[src/hw/rtl/sfpd_pkg.sv]
// Package: constants, types and helpers shared across the sensor frame parser.
`default_nettype none
package sfpd_pkg;

   localparam int FRAME_LEN = 16;

   // Only bytes 0..10 feed the decoder; the last byte is checked on arrival.
   localparam int STORE_N   = 11;
   localparam int STORE_W   = $clog2(STORE_N);
   localparam int CNT_W     = $clog2(FRAME_LEN);

   localparam logic [CNT_W-1:0] LAST_POS = CNT_W'(FRAME_LEN - 1);

   localparam logic [7:0]  TYPE_SAMPLE = 8'h01;
   localparam logic [15:0] MILLI_PER_DEG = 16'd1000;
   localparam logic [15:0] MILLI_PER_TENTH_STEP = 16'd100;

   // x / 10 for x < 1029 as (x * 205) >> 11
   localparam logic [15:0] DIV10_MUL   = 16'd205;
   localparam int          DIV10_SHIFT = 11;

   localparam int CSR_IDX_W = 1;

   typedef enum logic [CSR_IDX_W-1:0] {
      CSR_HEAD = 1'b0,
      CSR_TAIL = 1'b1
   } csr_idx_type;

   typedef logic [STORE_N-1:0][7:0] frame_bytes_type;

   typedef struct packed {
      logic [7:0]  frame_type;
      logic        sample_valid;
      logic [15:0] formaldehyde;
      logic [15:0] temperature_milli;
      logic [7:0]  humidity_whole;
      logic [4:0]  humidity_tenth;
      logic [15:0] pm25;
   } rsp_type;

   function automatic logic [4:0] div10(input logic [7:0] x);
      logic [15:0] prod;
      prod = {8'd0, x} * DIV10_MUL;
      return prod[DIV10_SHIFT +: 5];
   endfunction

endpackage
`default_nettype wire

[src/hw/rtl/sfpd_if.sv]
// Interfaces: byte request channel and decoded result channel.
`default_nettype none
interface sfpd_req_if;
   logic       valid;
   logic       ready;
   logic [7:0] rx_byte;

   modport source (output valid, output rx_byte, input ready);
   modport sink   (input valid, input rx_byte, output ready);
endinterface

interface sfpd_rsp_if;
   logic        valid;
   logic        ready;
   logic [7:0]  frame_type;
   logic        sample_valid;
   logic [15:0] formaldehyde;
   logic [15:0] temperature_milli;
   logic [7:0]  humidity_whole;
   logic [4:0]  humidity_tenth;
   logic [15:0] pm25;

   modport source (output valid, output frame_type, output sample_valid,
                   output formaldehyde, output temperature_milli,
                   output humidity_whole, output humidity_tenth, output pm25,
                   input ready);
   modport sink   (input valid, input frame_type, input sample_valid,
                   input formaldehyde, input temperature_milli,
                   input humidity_whole, input humidity_tenth, input pm25,
                   output ready);
endinterface
`default_nettype wire

[src/hw/rtl/sfpd_framer.sv]
// Frame tracker: head hunt, byte store, count and tail check.
`default_nettype none
module sfpd_framer (
   input  wire logic                     clock,
   input  wire logic                     reset,
   input  wire logic                     beat,
   input  wire logic [7:0]               rx_byte,
   input  wire logic [7:0]               head_byte,
   input  wire logic [7:0]               tail_byte,
   output      logic                     frame_done,
   output      sfpd_pkg::frame_bytes_type frame_bytes
);
   import sfpd_pkg::*;

   logic [CNT_W-1:0] count_ff, count_in;
   frame_bytes_type  store_ff, store_in;
   logic             is_head;

   assign is_head = (rx_byte == head_byte);

   always_comb begin
      count_in   = count_ff;
      store_in   = store_ff;
      frame_done = 1'b0;
      if (beat) begin
         if (count_ff == '0) begin
            if (is_head) begin
               store_in[0] = rx_byte;
               count_in    = CNT_W'(1);
            end
         end else if (count_ff == LAST_POS) begin
            if (rx_byte == tail_byte) begin
               frame_done = 1'b1;
               count_in   = '0;
            end else if (is_head) begin
               // bad tail, but the final byte opens a new frame
               store_in[0] = rx_byte;
               count_in    = CNT_W'(1);
            end else begin
               count_in = '0;
            end
         end else begin
            if (count_ff < CNT_W'(STORE_N)) begin
               store_in[count_ff[STORE_W-1:0]] = rx_byte;
            end
            count_in = count_ff + CNT_W'(1);
         end
      end
   end

   always_ff @(posedge clock) begin
      if (reset) begin
         count_ff <= '0;
      end else begin
         count_ff <= count_in;
      end
   end

   always_ff @(posedge clock) begin
      store_ff <= store_in;
   end

   assign frame_bytes = store_ff;

endmodule
`default_nettype wire

[src/hw/rtl/sfpd_decode.sv]
// Sample decoder: turns the held frame bytes into one result.
`default_nettype none
module sfpd_decode (
   input  wire sfpd_pkg::frame_bytes_type frame_bytes,
   input  wire logic [7:0]                head_byte,
   output      sfpd_pkg::rsp_type         rsp
);
   import sfpd_pkg::*;

   logic        valid;
   logic [15:0] deg_part;
   logic [15:0] tenth_part;

   assign valid = (frame_bytes[1] == TYPE_SAMPLE) && (frame_bytes[0] == head_byte);

   // wraps modulo 2^16
   assign deg_part   = {8'd0, frame_bytes[5]} * MILLI_PER_DEG;
   assign tenth_part = {11'd0, div10(frame_bytes[6])} * MILLI_PER_TENTH_STEP;

   always_comb begin
      rsp              = '0;
      rsp.frame_type   = frame_bytes[1];
      rsp.sample_valid = valid;
      if (valid) begin
         rsp.formaldehyde      = {frame_bytes[2], frame_bytes[3]};
         rsp.temperature_milli = deg_part + tenth_part;
         rsp.humidity_whole    = frame_bytes[7];
         rsp.humidity_tenth    = div10(frame_bytes[8]);
         rsp.pm25              = {frame_bytes[9], frame_bytes[10]};
      end
   end

endmodule
`default_nettype wire

[src/hw/rtl/sfpd_rsp_queue.sv]
// Two-entry result queue between the decoder and the result channel.
`default_nettype none
module sfpd_rsp_queue (
   input  wire logic              clock,
   input  wire logic              reset,
   input  wire logic              push,
   input  wire sfpd_pkg::rsp_type push_data,
   output      logic              full,
   output      logic              pop_valid,
   input  wire logic              pop_ready,
   output      sfpd_pkg::rsp_type pop_data
);
   import sfpd_pkg::*;

   rsp_type     entry_ff [2];
   logic        wr_ptr_ff, wr_ptr_in;
   logic        rd_ptr_ff, rd_ptr_in;
   logic [1:0]  fill_ff, fill_in;
   logic        pop;

   assign full      = (fill_ff == 2'd2);
   assign pop_valid = (fill_ff != 2'd0);
   assign pop       = pop_valid && pop_ready;
   assign pop_data  = entry_ff[rd_ptr_ff];

   always_comb begin
      wr_ptr_in = push ? ~wr_ptr_ff : wr_ptr_ff;
      rd_ptr_in = pop  ? ~rd_ptr_ff : rd_ptr_ff;
      fill_in   = fill_ff + {1'b0, push} - {1'b0, pop};
   end

   always_ff @(posedge clock) begin
      if (reset) begin
         wr_ptr_ff <= 1'b0;
         rd_ptr_ff <= 1'b0;
         fill_ff   <= 2'd0;
      end else begin
         wr_ptr_ff <= wr_ptr_in;
         rd_ptr_ff <= rd_ptr_in;
         fill_ff   <= fill_in;
      end
   end

   always_ff @(posedge clock) begin
      if (push) begin
         entry_ff[wr_ptr_ff] <= push_data;
      end
   end

endmodule
`default_nettype wire

[src/hw/rtl/sensor_frame_parse_decode.sv]
// Sensor frame parser top: a byte a cycle in unless stalled, one result per good frame.
// Each result enters the queue on its tail byte's beat and is then offered on rsp.
// Throughput: one byte beat per cycle, stalled while the result queue is full.
// A 2-entry result queue lets bytes keep flowing while a result waits on rsp.
// Reset (synchronous, high): clears byte count, head/tail registers and queue.
`default_nettype none
module sensor_frame_parse_decode (
   input  wire logic                           clock,
   input  wire logic                           reset,
   sfpd_req_if.sink                            req_bus,
   sfpd_rsp_if.source                          rsp_bus,
   input  wire logic                           csr_wr_en,
   input  wire logic [sfpd_pkg::CSR_IDX_W-1:0] csr_index,
   input  wire logic [7:0]                     csr_wdata
);
   import sfpd_pkg::*;

   // config registers
   logic [7:0] head_ff, head_in;
   logic [7:0] tail_ff, tail_in;

   logic            req_beat;
   logic            frame_done;
   frame_bytes_type frame_bytes;
   rsp_type         dec_rsp;
   rsp_type         out_rsp;
   logic            q_full;

   always_comb begin
      head_in = head_ff;
      tail_in = tail_ff;
      if (csr_wr_en) begin
         case (csr_idx_type'(csr_index))
            CSR_HEAD: head_in = csr_wdata;
            CSR_TAIL: tail_in = csr_wdata;
            default:  ;
         endcase
      end
   end

   always_ff @(posedge clock) begin
      if (reset) begin
         head_ff <= '0;
         tail_ff <= '0;
      end else begin
         head_ff <= head_in;
         tail_ff <= tail_in;
      end
   end

   // a byte is only taken when a result slot is free, as any beat may finish a frame
   assign req_bus.ready = ~q_full;
   assign req_beat      = req_bus.valid && ~q_full;

   sfpd_framer u_framer (
      .clock       (clock),
      .reset       (reset),
      .beat        (req_beat),
      .rx_byte     (req_bus.rx_byte),
      .head_byte   (head_ff),
      .tail_byte   (tail_ff),
      .frame_done  (frame_done),
      .frame_bytes (frame_bytes)
   );

   // bytes 0..10 are already held when the tail beat arrives
   sfpd_decode u_decode (
      .frame_bytes (frame_bytes),
      .head_byte   (head_ff),
      .rsp         (dec_rsp)
   );

   sfpd_rsp_queue u_queue (
      .clock     (clock),
      .reset     (reset),
      .push      (frame_done),
      .push_data (dec_rsp),
      .full      (q_full),
      .pop_valid (rsp_bus.valid),
      .pop_ready (rsp_bus.ready),
      .pop_data  (out_rsp)
   );

   assign rsp_bus.frame_type        = out_rsp.frame_type;
   assign rsp_bus.sample_valid      = out_rsp.sample_valid;
   assign rsp_bus.formaldehyde      = out_rsp.formaldehyde;
   assign rsp_bus.temperature_milli = out_rsp.temperature_milli;
   assign rsp_bus.humidity_whole    = out_rsp.humidity_whole;
   assign rsp_bus.humidity_tenth    = out_rsp.humidity_tenth;
   assign rsp_bus.pm25              = out_rsp.pm25;

endmodule
`default_nettype wire

[src/flat_wrapper.sv]
// flat-port wrapper written by rule: the top's interface ports become plain ports
module sensor_frame_parse_decode_flat import sfpd_pkg::*;
  (clock, reset, csr_wr_en, csr_index, csr_wdata, req_bus_valid, req_bus_rx_byte, req_bus_ready, rsp_bus_valid, rsp_bus_frame_type, rsp_bus_sample_valid, rsp_bus_formaldehyde, rsp_bus_temperature_milli, rsp_bus_humidity_whole, rsp_bus_humidity_tenth, rsp_bus_pm25, rsp_bus_ready);
  sfpd_req_if req_bus_i ();
  sfpd_rsp_if rsp_bus_i ();
  input  wire logic clock;
  input  wire logic reset;
  input  wire logic csr_wr_en;
  input  wire logic [sfpd_pkg::CSR_IDX_W-1:0] csr_index;
  input  wire logic [7:0] csr_wdata;
  input wire logic [$bits(req_bus_i.valid)-1:0] req_bus_valid;
  input wire logic [$bits(req_bus_i.rx_byte)-1:0] req_bus_rx_byte;
  output wire logic [$bits(req_bus_i.ready)-1:0] req_bus_ready;
  output wire logic [$bits(rsp_bus_i.valid)-1:0] rsp_bus_valid;
  output wire logic [$bits(rsp_bus_i.frame_type)-1:0] rsp_bus_frame_type;
  output wire logic [$bits(rsp_bus_i.sample_valid)-1:0] rsp_bus_sample_valid;
  output wire logic [$bits(rsp_bus_i.formaldehyde)-1:0] rsp_bus_formaldehyde;
  output wire logic [$bits(rsp_bus_i.temperature_milli)-1:0] rsp_bus_temperature_milli;
  output wire logic [$bits(rsp_bus_i.humidity_whole)-1:0] rsp_bus_humidity_whole;
  output wire logic [$bits(rsp_bus_i.humidity_tenth)-1:0] rsp_bus_humidity_tenth;
  output wire logic [$bits(rsp_bus_i.pm25)-1:0] rsp_bus_pm25;
  input wire logic [$bits(rsp_bus_i.ready)-1:0] rsp_bus_ready;
  assign req_bus_i.valid = req_bus_valid;
  assign req_bus_i.rx_byte = req_bus_rx_byte;
  assign req_bus_ready = req_bus_i.ready;
  assign rsp_bus_valid = rsp_bus_i.valid;
  assign rsp_bus_frame_type = rsp_bus_i.frame_type;
  assign rsp_bus_sample_valid = rsp_bus_i.sample_valid;
  assign rsp_bus_formaldehyde = rsp_bus_i.formaldehyde;
  assign rsp_bus_temperature_milli = rsp_bus_i.temperature_milli;
  assign rsp_bus_humidity_whole = rsp_bus_i.humidity_whole;
  assign rsp_bus_humidity_tenth = rsp_bus_i.humidity_tenth;
  assign rsp_bus_pm25 = rsp_bus_i.pm25;
  assign rsp_bus_i.ready = rsp_bus_ready;
  sensor_frame_parse_decode u_core (.clock(clock), .reset(reset), .req_bus(req_bus_i), .rsp_bus(rsp_bus_i), .csr_wr_en(csr_wr_en), .csr_index(csr_index), .csr_wdata(csr_wdata));
endmodule
[config.mk]
export PLATFORM = sky130hd
export DESIGN_NAME = sensor_frame_parse_decode_flat
export DESIGN_NICKNAME = d
export VERILOG_FILES = /design/src/hw/rtl/sfpd_pkg.sv /design/src/hw/rtl/sfpd_if.sv /design/src/hw/rtl/sfpd_framer.sv /design/src/hw/rtl/sfpd_decode.sv /design/src/hw/rtl/sfpd_rsp_queue.sv /design/src/hw/rtl/sensor_frame_parse_decode.sv /design/src/flat_wrapper.sv
export SDC_FILE = /design/constraint.sdc
export NUM_CORES = 1
export LEC_CHECK = 0
export CAP_MARGIN = 10
export CORE_MARGIN = 5
export CORE_UTILIZATION = 55
export DETAILED_ROUTE_END_ITERATION = 8
export DONT_BUFFER_PORTS = 1
export GPL_TIMING_DRIVEN = 0
export PLACE_DENSITY = 0.69
export SLEW_MARGIN = 10
export SYNTH_ARGS = -nofsm -noshare
export SYNTH_HDL_FRONTEND = slang
export SYNTH_HIERARCHICAL = 1
export SYNTH_SLANG_ARGS = --single-unit
export TNS_END_PERCENT = 100
[constraint.sdc]
create_clock -name clock -period 8 [get_ports clock]
set_input_delay 0.4 -clock clock [delete_from_list [all_inputs] [get_ports clock]]
set_output_delay 0.4 -clock clock [all_outputs]
set_load 0.005 [all_outputs]
==> impl_metrics.json <==
{
  "status": "finished clean",
  "clock_skew_ns": 0.01815,
  "hold_viol": 0,
  "track_usage": 0.1796,
  "route.detailed.drc": 0,
  "holdPathEnd": "u_core/u_framer/count_ff[2]",
  "drv_cap": 0,
  "fin_ws_ns": 0.6066,
  "chipHeight_um": 171.1,
  "grt-ovfl-total": 0,
  "clock-sinks": 245,
  "rows": 59,
  "whs_ns": 0.03489,
  "end_kind": "register",
  "antenna_found_initial": 0,
  "core_um2": 25840,
  "rsz0062_at_grt": "false",
  "slew-limit-headroom": 0.3446,
  "worst_slew_pin_slew_ns": 0.9802,
  "htree_levels": 1,
  "via_per_inst": 5.453,
  "syn-instance-count": 1035,
  "n_antenna_cell": 0,
  "place.gp.congestion": 0.8352,
  "yosysWarnings": 6,
  "worstPathArrival_ns": 7.71,
  "grt_pass1_wl_mm": 41.26,
  "dieArea_um2": 29270,
  "fin_crit_ns": 7.393,
  "place_ws_ns": 0.5420,
  "fill_cells": 1996,
  "clk_pin_slew_ns": 0.06,
  "hold_class": "in -> reg",
  "critPathLaunchType": "register",
  "r2r_end": "u_core/u_queue/entry_ff[1][44]",
  "synth.cell_area_um2": 14270,
  "die_w_um": 171.1,
  "syn_avg_cell_area_um2": 13.79,
  "worst_ep_required_time_ns": 8.31,
  "dr.pass1.iters": 5,
  "leakage_nw": 6.597,
  "cts_tree": "built",
  "cts_made_buffers": 26,
  "r2r_slack_ns": 0.61,
  "vias": 7809,
  "setup_tns_ns": 0,
  "port-buffer-count": 0,
  "io_pins": 94,
  "r2r_cells": 25,
  "postRouteAntennaNets": 0,
  "setup_viol": 0,
  "grt_pass1_vias": 7548,
  "drv_slew": 0,
  "hold_start": "reset",
  "clkLatencyLatePin_ns": 0.53,
  "drt_iter0_markers": 382,
  "clockRootBuffer": "clkbuf_16",
  "power_mw": 2.775,
  "r2r_start": "u_core/u_framer/frame_bytes[54]",
  "grt_max_degree": 56,
  "cts_buffer_depth": 3,
  "nNetsFinal": 1287,
  "worstSetupPathType": "reg -> reg",
  "start_util": 0.5524,
  "vdd.ir_drop.worst_uv": 173.0,
  "hold_depth": 2,
  "syn_to_final_growth_pct": 10.51,
  "p_per_area_nw_per_um2": 175.9,
  "wl_per_cell_um": 18.49,
  "period_share": 0.9242,
  "cp_max_fo": 7,
  "wl_mm": 26.48,
  "place_hpwl_mm": 18.75,
  "drive_gt1_frac": 0.1504,
  "max_freq_ghz": 0.1353
}
## what timing repair did
action,CTS,global route
setup endpoints to repair,0,2
hold buffers,9,0
endpoints found under the hold margin,76,0
gates resized for setup,0,1
buffers inserted,0,0
## power by group
part	internal, mW	switching, mW	total (mW)	leakage [nW]
sequential	1.40	0.0108	1.41	2.43
combinational	0.0798	0.0798	0.160	3.75
clock	0.726	0.482	1.21	0.416
## metrics by stage
step                      utilization  std cells  area (um2)
after CTS                      0.6103       1432       15770
after detailed placement       0.5729       1375       14800
after global placement         0.5688       1371       14700
final                          0.6105       1432       15770
after global routing           0.6105       1432       15770
after floorplan                     -       1036       14280
## worst max-delay path by stage
stage,slack (ns),cells after the start,startpoint,to
after floorplan,1.31,25,u_core/u_framer/frame_bytes[54],u_core/u_queue/entry_ff[0][44]
after CTS,0.44,25,u_core/u_framer/frame_bytes[54],u_core/u_queue/entry_ff[1][44]
after global routing,0.15,25,u_core/u_framer/frame_bytes[54],u_core/u_queue/entry_ff[1][44]
final,0.61,25,u_core/u_framer/frame_bytes[54],u_core/u_queue/entry_ff[1][44]
after detailed placement,0.54,25,u_core/u_framer/frame_bytes[54],u_core/u_queue/entry_ff[1][44]
after global placement,0.61,25,u_core/u_framer/frame_bytes[54],u_core/u_queue/entry_ff[0][44]
## worst max-delay path: stages, from the launching register on
cell       delay (ns)
edfxtp_1         0.49
ha_1             0.37
fa_1             0.52
fa_1             0.53
inv_1            0.06
fa_1             0.54
inv_1            0.04
ha_1             0.28
o2111a_1         0.15
a21o_2           0.26
a31oi_2          0.37
nor2_1           0.09
a2111oi_1        0.53
ha_1             0.33
ha_1             0.30
ha_1             0.32
nand2_1          0.07
nor2_1           0.10
nor2_1           0.06
xnor2_1          0.20
ha_1             0.26
buf_1            0.18
a21o_1           0.21
o41a_1           0.44
a311o_1          0.29
a21oi_1          0.18
## final cells by class
type	count	area, um2	area share
buffer	38	329.1	0.02086
clock buffer	29	661.9	0.04196
clock inverter	19	214.0	0.01356
inverter	101	379.1	0.02403
multi-input combinational	652	6479	0.4107
sequential	245	7107	0.4505
tap	335	419.2	0.02657
timing repair buffer	13	185.2	0.01174
## cells in the final DEF (no fill, tap or decap), drive strengths merged, types with 8 or more instances in the layout
| cell | count |
|---|---|
| edfxtp | 220 |
| ha | 143 |
| inv | 101 |
| mux2 | 72 |
| fa | 45 |
| and2 | 45 |
| nor2 | 44 |
| clkbuf | 39 |
| nand2b | 34 |
| xnor2 | 34 |
| buf | 32 |
| a21oi | 26 |
| mux2i | 25 |
| dfxtp | 25 |
| xor2 | 25 |
| nand2 | 20 |
| a21o | 14 |
| nor4 | 11 |
| clkinv | 11 |
| dlygate4sd3 | 9 |
| nand3 | 9 |
| nor2b | 9 |
| nand4 | 8 |
| o21ai | 8 |
## flip-flops by register name (all words and copies together) (netlist names), named ones only
| signal | cells |
|---|---|
| u_core/u_queue/fill_ff | 2 |
| u_core/head_ff | 8 |
| u_core/u_framer/count_ff | 4 |
| u_core/u_framer/frame_bytes | 80 |
| u_core/u_queue/wr_ptr_ff | 1 |
| u_core/u_queue/rd_ptr_ff | 1 |
| u_core/u_queue/entry_ff | 140 |
| u_core/tail_ff | 8 |
## metal layers
layer | vias to the layer above | share of wire | track usage
met3 | 36 | 0.058 | 0.03489
li1 | 3793 | - | -
met2 | 160 | 0.47 | 0.2925
met1 | 3820 | 0.45 | 0.2550
met4 | 0 | 0.017 | 0.03548
met5 | - | 0 | 0
Note: power is estimated with default switching activity, not from simulation.
